## config.mk

```make
export PLATFORM = sky130hd
export DESIGN_NAME = lfsr_noise_channel
export DESIGN_NICKNAME = d
export VERILOG_FILES = /design/src/hdl/lnc_pkg.sv /design/src/hdl/lnc_core.sv /design/src/hdl/lfsr_noise_channel.sv
export SDC_FILE = /design/constraint.sdc
export NUM_CORES = 1
export LEC_CHECK = 0
export BUFFER_PORTS_ARGS = -buffer_cell sky130_fd_sc_hd__buf_2
export CAP_MARGIN = 5
export CORE_MARGIN = 3
export CORE_UTILIZATION = 58
export CTS_BUF_LIST = sky130_fd_sc_hd__clkbuf_8
export DETAILED_ROUTE_END_ITERATION = 16
export PLACE_DENSITY_LB_ADDON = 0.08
export SYNTH_ARGS = -nofsm -noshare
export SYNTH_HDL_FRONTEND = slang
export SYNTH_SLANG_ARGS = --single-unit
```

## constraint.sdc

```tcl
create_clock -name aclk -period 2.5 [get_ports aclk]
set_clock_uncertainty 0.15 [all_clocks]
set_input_delay 0.5 -clock aclk [delete_from_list [all_inputs] [get_ports aclk]]
set_output_delay 0.5 -clock aclk [all_outputs]
set_load 0.005 [all_outputs]
```

## src/hdl/lnc_pkg.sv

```systemverilog
`timescale 1ns / 1ps

package lnc_pkg;

    localparam int MAX_LENGTH = 64;
    localparam int LEN_W      = 7;
    localparam int PRE_W      = 14;

    localparam logic [LEN_W-1:0] LEN_RELOAD = LEN_W'(MAX_LENGTH);

    typedef enum logic [1:0] {
        MODE_TICK    = 2'd0,
        MODE_LEN_CLK = 2'd1,
        MODE_ENV_CLK = 2'd2,
        MODE_WRITE   = 2'd3
    } lnc_mode_t;

    typedef enum logic [1:0] {
        REG_LENGTH  = 2'd0,
        REG_ENVELOPE = 2'd1,
        REG_POLY    = 2'd2,
        REG_CONTROL = 2'd3
    } lnc_reg_t;

    typedef struct packed {
        lnc_mode_t  mode;
        lnc_reg_t   reg_select;
        logic [7:0] write_data;
        logic       length_phase_odd;
    } lnc_item_t;

    typedef struct packed {
        logic signed [7:0] sample;
        logic              active;
    } lnc_result_t;

    typedef struct packed {
        logic              power_enable;
        logic [15:0]       noise_shift;
        logic [LEN_W-1:0]  length_left;
        logic              length_enable;
        logic              playing;
        logic              dac_on;
        logic [3:0]        cur_volume;
        logic [3:0]        start_volume;
        logic              env_up;
        logic [2:0]        env_period;
        logic [2:0]        env_count;
        logic              env_running;
        logic [3:0]        prescale_shift;
        logic              short_mode;
        logic [2:0]        divide_ratio;
        logic [2:0]        divide_count;
        logic [PRE_W-1:0]  prescale_count;
        logic              skip_tick;
        logic signed [7:0] last_sample;
    } lnc_state_t;

    // Shift left one place; the feedback bit enters at bit 0. In short mode
    // bit 15 mirrors bit 7 so the output tap follows the 7-bit sequence.
    function automatic logic [15:0] lfsr_step(input logic [15:0] s, input logic short_m);
        logic [15:0] r;
        r = {s[14:0], 1'b0};
        if (short_m) begin
            r[0]  = r[6] ^ r[7];
            r[15] = r[7];
        end else begin
            r[0] = r[14] ^ r[15];
        end
        return r;
    endfunction

    function automatic logic [PRE_W-1:0] prescale_reload(input logic [3:0] shift);
        return PRE_W'(32'd1 << shift);
    endfunction

    // +7 or -8 times the volume; both fit in eight signed bits.
    function automatic logic signed [7:0] noise_sample(input logic high, input logic [3:0] vol);
        logic [7:0] v;
        v = {4'b0000, vol};
        if (high) begin
            return (v << 3) - v;
        end else begin
            return 8'd0 - (v << 3);
        end
    endfunction

endpackage

```

## src/hdl/lnc_core.sv

```systemverilog
`timescale 1ns / 1ps

module lnc_core import lnc_pkg::*; (
    input  logic        aclk,
    input  logic        aresetn,
    input  logic        cfg_wr_en,
    input  logic        cfg_wr_data,
    input  logic        item_fire,
    input  lnc_item_t   item,
    output lnc_result_t result
);

    lnc_state_t state_reg;
    lnc_state_t state_next;

    always_ff @(posedge aclk) begin
        if (!aresetn) begin
            state_reg              <= '0;
            state_reg.power_enable <= 1'b1;
            state_reg.noise_shift  <= 16'hffff;
        end else begin
            state_reg <= state_next;
        end
    end

    always_comb begin
        lnc_state_t n;
        logic [5:0] len_field;
        logic       was_enabled;
        logic       trig;
        logic       vol_ok;
        n           = state_reg;
        len_field   = item.write_data[5:0];
        was_enabled = state_reg.length_enable;
        trig        = item.write_data[7];
        vol_ok      = state_reg.env_up ? (state_reg.cur_volume != 4'hf)
                                       : (state_reg.cur_volume != 4'h0);

        priority if (cfg_wr_en) begin
            // Power off stops the channel and clears the written settings, not the length.
            if (state_reg.power_enable && !cfg_wr_data) begin
                n.playing        = 1'b0;
                n.dac_on         = 1'b0;
                n.start_volume   = '0;
                n.env_up         = 1'b0;
                n.env_period     = '0;
                n.prescale_shift = '0;
                n.short_mode     = 1'b0;
                n.divide_ratio   = '0;
                n.length_enable  = 1'b0;
            end
            n.power_enable = cfg_wr_data;
        end else if (item_fire) begin
            priority if (item.mode == MODE_WRITE && item.reg_select == REG_LENGTH) begin
                if (32'(len_field) < MAX_LENGTH) begin
                    n.length_left = LEN_W'(MAX_LENGTH - 32'(len_field));
                end else begin
                    n.length_left = '0;
                end
            end else if (state_reg.power_enable) begin
                unique case (item.mode)
                    MODE_TICK: begin
                        priority if (state_reg.skip_tick) begin
                            n.skip_tick = 1'b0;
                        end else if (!state_reg.playing) begin
                            n.last_sample = '0;
                        end else if (state_reg.divide_count == '0) begin
                            n.divide_count = state_reg.divide_ratio;
                            if (state_reg.prescale_count == '0) begin
                                n.noise_shift = lfsr_step(state_reg.noise_shift,
                                                          state_reg.short_mode);
                                n.last_sample = state_reg.dac_on ?
                                    noise_sample(n.noise_shift[15], state_reg.cur_volume) :
                                    8'sd0;
                                n.prescale_count = prescale_reload(state_reg.prescale_shift);
                            end else begin
                                n.prescale_count = state_reg.prescale_count - 1'b1;
                            end
                        end else begin
                            n.divide_count = state_reg.divide_count - 1'b1;
                        end
                    end
                    MODE_LEN_CLK: begin
                        if (state_reg.length_enable && state_reg.length_left != '0) begin
                            n.length_left = state_reg.length_left - 1'b1;
                            if (n.length_left == '0 && state_reg.playing) begin
                                n.playing     = 1'b0;
                                n.last_sample = '0;
                                n.env_running = 1'b0;
                            end
                        end
                    end
                    MODE_ENV_CLK: begin
                        if (state_reg.playing && state_reg.env_running) begin
                            priority if (state_reg.env_count != '0) begin
                                n.env_count = state_reg.env_count - 1'b1;
                            end else if (vol_ok) begin
                                n.cur_volume = state_reg.env_up ? state_reg.cur_volume + 1'b1
                                                                : state_reg.cur_volume - 1'b1;
                                n.env_count  = state_reg.env_period;
                            end else begin
                                n.env_running = 1'b0;
                            end
                        end
                    end
                    MODE_WRITE: begin
                        unique case (item.reg_select)
                            REG_LENGTH: begin
                                // Handled ahead of the power check.
                            end
                            REG_ENVELOPE: begin
                                n.start_volume = item.write_data[7:4];
                                n.env_up       = item.write_data[3];
                                n.env_period   = item.write_data[2:0];
                                if (item.write_data[7:3] == 5'd0) begin
                                    n.playing = 1'b0;
                                    n.dac_on  = 1'b0;
                                end else begin
                                    n.dac_on = 1'b1;
                                end
                            end
                            REG_POLY: begin
                                n.prescale_shift = item.write_data[7:4];
                                n.short_mode     = item.write_data[3];
                                n.divide_ratio   = item.write_data[2:0];
                            end
                            REG_CONTROL: begin
                                n.length_enable = item.write_data[6];
                                // Enabling the length counter in an odd phase clocks it once.
                                if (!was_enabled && n.length_enable && item.length_phase_odd
                                    && n.length_left != '0) begin
                                    n.length_left = n.length_left - 1'b1;
                                    if (!trig && n.length_left == '0) begin
                                        n.playing = 1'b0;
                                    end
                                end
                                if (trig) begin
                                    if (n.length_left == '0) begin
                                        n.length_left = LEN_RELOAD;
                                        if (n.length_enable && item.length_phase_odd
                                            && n.length_left != '0) begin
                                            n.length_left = n.length_left - 1'b1;
                                        end
                                    end
                                    if (n.dac_on) begin
                                        n.playing = 1'b1;
                                    end
                                    n.cur_volume  = n.start_volume;
                                    n.env_count   = n.env_period;
                                    n.env_running = n.env_period != '0;
                                    n.skip_tick   = 1'b1;
                                    if (n.playing) begin
                                        n.divide_count   = n.divide_ratio;
                                        n.prescale_count = prescale_reload(n.prescale_shift);
                                    end
                                end
                            end
                            default: begin
                            end
                        endcase
                    end
                    default: begin
                    end
                endcase
            end
        end
        state_next = n;
    end

    assign result.sample = state_next.last_sample;
    assign result.active = state_next.playing;

endmodule

```

## src/hdl/lfsr_noise_channel.sv

```systemverilog
`timescale 1ns / 1ps
// Channel   Direction  Handshake            Payload
// s_        in         s_valid / s_ready    s_mode, s_reg_select, s_write_data,
//                                           s_length_phase_odd
// m_        out        m_valid / m_ready    m_sample_out, m_channel_active
// cfg_      in         cfg_wr_en            cfg_wr_data (power enable)
//
// One word is accepted per cycle unless a result is stalled; the input and
// result registers lie around the single update pass.
// Reset (aresetn low, synchronous) empties both registers and loads the channel
// state, with power enabled and the shift register all ones.
// A stalled result holds the result register; the input register still takes
// one more word, after which s_ready drops until m_ready returns.

module lfsr_noise_channel import lnc_pkg::*; (
    input  logic              aclk,
    input  logic              aresetn,
    input  logic              cfg_wr_en,
    input  logic              cfg_wr_data,
    input  logic              s_valid,
    output logic              s_ready,
    input  logic [1:0]        s_mode,
    input  logic [1:0]        s_reg_select,
    input  logic [7:0]        s_write_data,
    input  logic              s_length_phase_odd,
    output logic              m_valid,
    input  logic              m_ready,
    output logic signed [7:0] m_sample_out,
    output logic              m_channel_active
);

    logic        in_valid_reg;
    logic        in_valid_next;
    lnc_item_t   in_item_reg;
    logic        out_valid_reg;
    logic        out_valid_next;
    lnc_result_t out_result_reg;
    lnc_result_t core_result;
    logic        advance;
    logic        item_fire;
    logic        s_fire;

    assign advance   = !out_valid_reg || m_ready;
    assign item_fire = in_valid_reg && advance;
    assign s_ready   = !in_valid_reg || advance;
    assign s_fire    = s_valid && s_ready;

    always_comb begin
        in_valid_next = in_valid_reg;
        if (s_fire) begin
            in_valid_next = 1'b1;
        end else if (item_fire) begin
            in_valid_next = 1'b0;
        end
        out_valid_next = out_valid_reg;
        if (item_fire) begin
            out_valid_next = 1'b1;
        end else if (m_ready) begin
            out_valid_next = 1'b0;
        end
    end

    always_ff @(posedge aclk) begin
        if (!aresetn) begin
            in_valid_reg  <= 1'b0;
            out_valid_reg <= 1'b0;
        end else begin
            in_valid_reg  <= in_valid_next;
            out_valid_reg <= out_valid_next;
        end
    end

    always_ff @(posedge aclk) begin
        if (s_fire) begin
            in_item_reg.mode             <= lnc_mode_t'(s_mode);
            in_item_reg.reg_select       <= lnc_reg_t'(s_reg_select);
            in_item_reg.write_data       <= s_write_data;
            in_item_reg.length_phase_odd <= s_length_phase_odd;
        end
        if (item_fire) begin
            out_result_reg <= core_result;
        end
    end

    lnc_core u_core (
        .aclk        (aclk),
        .aresetn     (aresetn),
        .cfg_wr_en   (cfg_wr_en),
        .cfg_wr_data (cfg_wr_data),
        .item_fire   (item_fire),
        .item        (in_item_reg),
        .result      (core_result)
    );

    assign m_valid          = out_valid_reg;
    assign m_sample_out     = out_result_reg.sample;
    assign m_channel_active = out_result_reg.active;

endmodule

```

# Yosys cells after proc, flatten, opt, wreduce, memory -nomap -nowiden
# Index checks and enable logic that the tools add are counted.
# Widths: inputs -> output; s select.
# totals
wordCells	235
out_inout_bits	11
inputBits	19
reg_bits	101
# classes
n_shift	1
add_sub_neg	9
n_eq_ne	28
n_reduce_logical	54
bitwise_logic	5
muxes	111
# op_table
op	count
$mux 8	19
$mux 53	2
$mux 7	12
$mux 4	17
$mux 60	1
$mux 17	3
$mux 1	40
$mux 18	2
$pmux 18 s2	1
$ne 6x6->1 const B	5
$mux 14	2
$reduce_and 6->1	4
$reduce_bool 2->1	11
$reduce_and 10->1	2
$reduce_and 9->1	2
$pmux 8 s2	1
$mux 3	5
$logic_not 14->1	1
$logic_not 7->1	2
$ne 2x1->1 const B	7
$pmux 7 s2	1
$shl 1x4->14 const A	1
$sub 14x1->14 const B	1
$logic_and 1x1->1	12
31 further kinds	54

# Depth between registers and ports, before layout
# Gate-level depths: netlist of run 1.
# logic_depth
ltp_word	23
depth_mapped	10
depth_no_buf	7

# Hierarchy
# Synthesis of run 1 repeated with hierarchy kept, for this count alone.
# unflattened
hier_cells	721
area_unflattened_um2	5967.0
# modules_own_cells
module	instances	area_per_inst_um2	seq_area_each_um2	cells_per_inst
lnc_core	1	5202.5	1521.5	690
lfsr_noise_channel	1	764.5	700.7	31

# Least setup slack after synthesis of run 1
# Ideal clock, no wire load.
# synth_timing
path_type	reg-to-reg
from	register u_core.state_reg[53] (netlist name)
to	register out_result_reg (netlist bit m_sample_out[0]), data pin
arrival_time_ns	2.071
required_time_ns	2.076
setup_ns	0.274
n_path_buf	3
stages_incl_launch_ff	11
setup_slack_ns	0.005
period_less_slack_ns	2.495
path_cell_list	dfxtp_1 -> clkbuf_1 -> inv_1 -> ha_1 -> buf_4 -> nor4b_1 -> xnor2_1 -> nand4_1 -> o21ai_1 -> clkbuf_1 -> a31oi_1
# synth_lines
item	line_no	rtl
start: declaration	lnc_core.sv:13	lnc_state_t state_reg;
start signal: assignment	lnc_core.sv:22	state_reg <= state_next;
end signal: assignment	lfsr_noise_channel.sv:81	out_result_reg <= core_result;
end: declaration	lfsr_noise_channel.sv:37	lnc_result_t out_result_reg;

# Final worst setup path of run 1
# layout_timing
from	register u_core.state_reg[56] (netlist name)
to	register u_core.state_reg[53] (netlist name)
# layout_between
elab_chain_cells	18
word_cells_on_any_way	22
cone_classes	add/sub (1); eq/ne (1); mux (15); reduce/logical (5)
# layout_lines
item
parallel branches: the longest is 18 deep, another holds $sub 7x1->7
# Several ways; the timed one is not identified. The select of a mux whose other input is x is not followed.
# A chain may end at the register's enable or synchronous reset.

==> results_dict.tcl, run 1 <==
set metrics [dict create \
    fillers 817 \
    largest_register_ffs 76 \
    dp_hpwl_um 12400 \
    wl_per_cell_um 19.2 \
    peakVddDrop_v 0.000542 \
    drt_pass1_iterations 5 \
    yosysSeqAreaShare_pct 36.3 \
    relSlewSlack_pct 25.1 \
    portBuffers 29 \
    wl_met1_um 7460 \
    grt_use_total_pct 29.7 \
    clk_latency_ns 0.39 \
    clk_path_buf_depth 2 \
    reg2reg_depth 6 \
    gp_congestion 0.944 \
    finish.utilization_pct 70.0 \
    drt_iter0_drc 827 \
    grt_pass1_wl_um 27500 \
    power_density_nw_per_um2 442 \
    io_pins 30 \
    timing.hold.ws_ns 0.128 \
    final_cells 899 \
    die_area_um2 11800 \
    min_period_ns 2.44 \
    power.leakage_nw 2.73 \
    synth-main-ff-cell "dfxtp_1" \
    htree_levels 3 \
    cts_tree "done" \
    path_class "register to register" \
    yosysWarningCount 0 \
    drt_wl_total_um 17200 \
    post-route-drc-count 0 \
    syn_area_um2 6130 \
    r2r-end "u_core.state_reg[53]" \
    die_height_um 109 \
    syn_avg_cell_area_um2 8.56 \
    multi_input_area_um2 3740 \
    min_from "s_write_data[7]" \
    rsz0062_at_grt "true" \
    clkTransAtPathRegs_ns 0.09 \
    drv_slew 0 \
    met3_wirelength_um 1410 \
    cts_num_sinks 100 \
    viasPerCell 6.56 \
    cts_made_buffers 9 \
    coreArea_um2 10000 \
    vias 5898 \
    finalCritPeriodShare_pct 97.6 \
    max_freq_mhz 410 \
    top_layer "met4" \
    grt_overflow 0 \
    yosysUniqueCellTypes 86 \
    route.met2.wl_um 7990 \
    die_x_um 109 \
    cp-end-kind "register" \
    drive_above_1_share_pct 19.7 \
    hp-class "input pin to register" \
    worstPathRequired_ns 2.66 \
    ctsRootBufferMaster "clkbuf_8" \
    regArea_um2 2220 \
    antennaDiodeCount 0 \
    crit_arrival_ns 2.60 \
    setup_viol 0 \
    hold_buffers 0 \
    placedCellCount 881 \
    start_util_pct 61.3 \
    fp-row-count 36 \
    start_kind "register" \
    synth_fp_nets 750 \
    grt_start_max_net_pins 43 \
    rr_startpoint "u_core.state_reg[56]" \
    maxCapViolations 0 \
    nets 795 \
    synth_edf_count 22 \
    synth-seq-cells 100 \
    setup_tns_ns 0 \
    cp_max_fo 10 \
    area_growth_syn_to_layout_pct 14.2 \
    antenna_found_initial 0 \
    r2r_setup_slack_ns 0.06 \
    synthArstFlopShare_pct 0 \
    status "completed" \
    fin_total_pwr_mw 3.09 \
    grt_pass1_vias 5479 \
    final-hold-violation-count 0 \
    worstMarginPinSlew_ns 1.12 \
    hold_end "in_item_reg[8]" \
    drt.antenna.violating_nets 0 \
    worstHoldPathCells 1 \
    netlist_instances 716 \
]
## cells in the mapped netlist, types with 8 or more instances
master	number	area, µm²
a211oi_1	10	75.1
a21oi_1	51	255
a311oi_1	10	87.6
a31oi_1	12	75.1
a32o_1	8	80.1
and3_1	10	62.6
buf_2	14	70.1
clkbuf_1	31	116
dfxtp_1	78	1560
edfxtp_1	22	661
ha_1	14	175
inv_1	25	93.8
mux2i_1	16	160
nand2_1	93	349
nand2b_1	11	68.8
nand3_1	40	200
nor2_1	30	113
nor2b_1	12	75.1
nor3_1	15	75.1
nor4_1	11	68.8
o211ai_1	17	128
o21ai_0	15	75.1
xnor2_1	14	123
## repair_timing
action | 4_1_cts | 5_1_grt
pin swaps | 0 | 5
setup buffers | 0 | 2
setup endpoints to repair | 1 | 26
gates resized for setup | 2 | 26
## power by group
part | leakage, nW | switching [mW] | internal [mW]
Sequential | 0.844 | 0.0295 | 1.68
Clock | 0.108 | 0.552 | 0.452
Combinational | 1.78 | 0.233 | 0.151
Total | 2.73 | 0.815 | 2.28
## routing by layer
metal / GRT usage (%) / up-vias
li1: - / 2793
met1: 40.2 / 2788
met2: 46.7 / 281
met3: 5.68 / 36
met4: 11.9 / 0
met5: 0 / -
## cells by family (layout without fill, tap and decap cells)
| logic type | after synthesis | after routing | share of synthesized area, % |
|---|---|---|---|
| flops | 100 | 100 | 36.3 |
| mux | 19 | 19 | 3.16 |
| fa+ha+maj | 15 | 15 | 3.19 |
| compound gates | 200 | 200 | 23.8 |
| simple gates | 290 | 290 | 26.2 |
| xor+xnor | 16 | 16 | 2.29 |
| buf+inv | 76 | 126 | 5.19 |
## area by class of cell
type                            count  area share, %
Multi-Input combinational cell    540           53.5
Sequential cell                   100           31.7
Timing Repair Buffer               84           8.35
Tap cell                          133           2.38
Clock buffer                        9           1.77
Inverter                           26           1.39
Clock inverter                      7          0.894
## critical path: stages, from the launching register on
cell and delay [ns]:
dfxtp_1 0.35, buf_12 0.15, or4_4 0.55, o31ai_2 0.39
a211o_1 0.39, a2111oi_0 0.13, a211oi_1 0.24
## worst max-delay path by stage
stage / startpoint / end / slack, ns / depth (start not counted)
global placement: u_core.state_reg[53] / u_core.state_reg[58] / 0.05 / 7
detailed placement: u_core.state_reg[54] / u_core.state_reg[58] / -0.02 / 7
global route: u_core.state_reg[9] / u_core.state_reg[16] / -0.01 / 8
floorplan: u_core.state_reg[53] / m_sample_out[0] / 0.005 / 10
finish: u_core.state_reg[56] / u_core.state_reg[53] / 0.06 / 6
CTS: u_core.state_reg[53] / u_core.state_reg[58] / 0.007 / 7
## cells in the final DEF (no fill, tap or decap), types with 8 or more instances in the layout
master and n:
nand2_1 93, dfxtp_1 78, buf_4 51, a21oi_1 50, nand3_1 40, nor2_1 30, buf_2 30, inv_1 29
edfxtp_1 22, o211ai_1 17, mux2i_1 16, nor3_1 15, o21ai_0 15, xnor2_1 13, a31oi_1 12, ha_1 12
nor2b_1 11, and3_1 10, nand2b_1 10, nor4_1 10, a311oi_1 9, clkbuf_8 9, a32o_1 8
## through the flow
| step | worst slack (ns) | instance area, µm² |
|---|---|---|
| floorplan | 0.00532 | 6130 |
| global placement | 0.0519 | 6640 |
| detailed placement | -0.0183 | 6640 |
| CTS | 0.00741 | 6840 |
| global route | -0.0134 | 7000 |
| finish | 0.0594 | 7000 |
Power figures use the tool's default switching activity.
==> run 2, diff against run 1 <==
--- a/config.mk
+++ b/config.mk
@@ -7,6 +7,7 @@
 export LEC_CHECK = 0
 export BUFFER_PORTS_ARGS = -buffer_cell sky130_fd_sc_hd__buf_2
 export CAP_MARGIN = 5
+export CORE_ASPECT_RATIO = 1.2
 export CORE_MARGIN = 3
 export CORE_UTILIZATION = 58
 export CTS_BUF_LIST = sky130_fd_sc_hd__clkbuf_8
==> results_dict.tcl, run 2 (synthesis gave the netlist of run 1 again) <==
set metrics [dict create \
    cp_max_fo 22 \
    grt_use_total_pct 28.7 \
    final_cell_mix "93 x nand2_1, 77 x dfxtp_1, 53 x buf_4" \
    final_common_cell "nand2_1" \
    power_density_nw_per_um2 443 \
    clkTransAtPathRegs_ns 0.10 \
    grt_start_max_net_pins 31 \
    power.leakage_nw 2.72 \
    final_cells 892 \
    r2r-end "u_core.state_reg[18]" \
    cts_num_sinks 100 \
    worstHoldPathCells 1 \
    drt_pass1_iterations 5 \
    cts_tree "done" \
    rr_startpoint "u_core.state_reg[9]" \
    crit_arrival_ns 2.53 \
    vias 5915 \
    min_from "s_write_data[4]" \
    path_class "register to register" \
    relSlewSlack_pct 37.2 \
    largest_register_ffs 76 \
    finalCritPeriodShare_pct 96.0 \
    fin_total_pwr_mw 3.08 \
    die_height_um 119 \
    fp-row-count 40 \
    ctsRootBufferMaster "clkbuf_8" \
    nets 795 \
    fillers 835 \
    placed_cell_area_um2 6630 \
    clk_latency_ns 0.38 \
    antenna_found_initial 0 \
    drt.antenna.violating_nets 0 \
    hold_end "in_item_reg[5]" \
    area_growth_syn_to_layout_pct 13.6 \
    final-hold-violation-count 0 \
    die_area_um2 11800 \
    gp_congestion 0.937 \
    dp_hpwl_um 12300 \
    min_period_ns 2.40 \
    start_kind "register" \
    drv_slew 0 \
    wl_per_cell_um 19.0 \
    cts_made_buffers 9 \
    grt_pass1_vias 5698 \
    drt_iter0_drc 472 \
    htree_levels 3 \
    portBuffers 29 \
    max_freq_mhz 417 \
    antennaDiodeCount 0 \
    die_x_um 99.8 \
    peakVddDrop_v 0.000259 \
    reg2reg_depth 8 \
    grt_overflow 0 \
    post-route-drc-count 0 \
    worstPathRequired_ns 2.63 \
    grt_pass1_wl_um 27700 \
    hp-class "input pin to register" \
    startpoint "u_core.state_reg[9]" \
    final_cell_area_um2 6960 \
    cp-end-kind "register" \
    worstMarginPinSlew_ns 0.939 \
    drt_wl_total_um 17000 \
    coreArea_um2 10200 \
    hold_buffers 0 \
    maxCapViolations 0 \
    start_util_pct 60.3 \
    placedCellCount 873 \
    viasPerCell 6.63 \
    drive_above_1_share_pct 20.0 \
    r2r_setup_slack_ns 0.1 \
    io_pins 30 \
    clk_path_buf_depth 2 \
    setup_viol 0 \
    status "completed" \
]
## run 2: cell types whose count changed in the layout (fill, tap and decap cells not counted), sizes merged
| cell | before | now |
|---|---|---|
| bufinv | 1 | 0 |
| clkinvlp | 0 | 1 |
| inv | 29 | 27 |
| clkinv | 3 | 5 |
## run 2: power breakdown
part | total (mW) | switching, mW | internal, mW
clock network | 0.998 | 0.622 | 0.376
registers | 1.71 | 0.0308 | 1.68
logic | 0.378 | 0.228 | 0.151
total | 3.08 | 0.880 | 2.20
## run 2: worst max-delay path, cell delays in order, from the launching register on
cell and delay, ns:
dfxtp_1 0.35, inv_1 0.09, ha_1 0.19, nor3b_2 0.24, nand4_2 0.28, o21ai_2 0.25
buf_12 0.19, mux2_2 0.35, a32o_1 0.20
## run 2: worst max path at each step
stage / to / slack [ns] / depth (start not counted)
after global placement: u_core.state_reg[58] / 0.07 / 7
after detailed placement: u_core.state_reg[58] / 0.009 / 7
after CTS: u_core.state_reg[58] / 0.001 / 7
final: u_core.state_reg[18] / 0.1 / 8
after floorplan: m_sample_out[0] / 0.005 / 10
after global routing: u_core.state_reg[57] / -0.02 / 9
## run 2: layout make-up
type / instances / area, µm² / share of cell area [%]
inverters: 26 / 97.6 / 1.40
repair buffers: 84 / 583 / 8.37
clock inverters: 7 / 58.8 / 0.844
clock buffers: 9 / 124 / 1.78
flip-flops and latches: 100 / 2220 / 31.9
well taps: 126 / 158 / 2.26
multi-input cells: 540 / 3720 / 53.4
## run 2: per-stage QoR
step                      util (%)  setup TNS [ns]  setup slack [ns]  hold slack (ns)
final                         68.5               0            0.0994            0.138
after global routing          68.5         -0.0253           -0.0188            0.123
after CTS                     67.1               0           0.00147            0.128
after detailed placement      65.2               0           0.00907            0.300
after global placement        65.2               0            0.0660            0.293
after floorplan                  -               0           0.00532            0.278
## run 2: repair_timing
action,CTS,global route
buffers inserted,0,3
resized for setup,1,23
pin swaps,0,4
cloned,0,0
setup endpoints to repair,2,37
## run 2: per-layer routing
| layer | up-vias | global-route usage, % | wire (µm) |
|---|---|---|---|
| li1 | 2788 | - | - |
| met1 | 2813 | 35.8 | 6970 |
| met2 | 251 | 47.6 | 8270 |
| met3 | 63 | 3.72 | 967 |
| met4 | 0 | 15.3 | 763 |
| met5 | - | 0 | 0 |
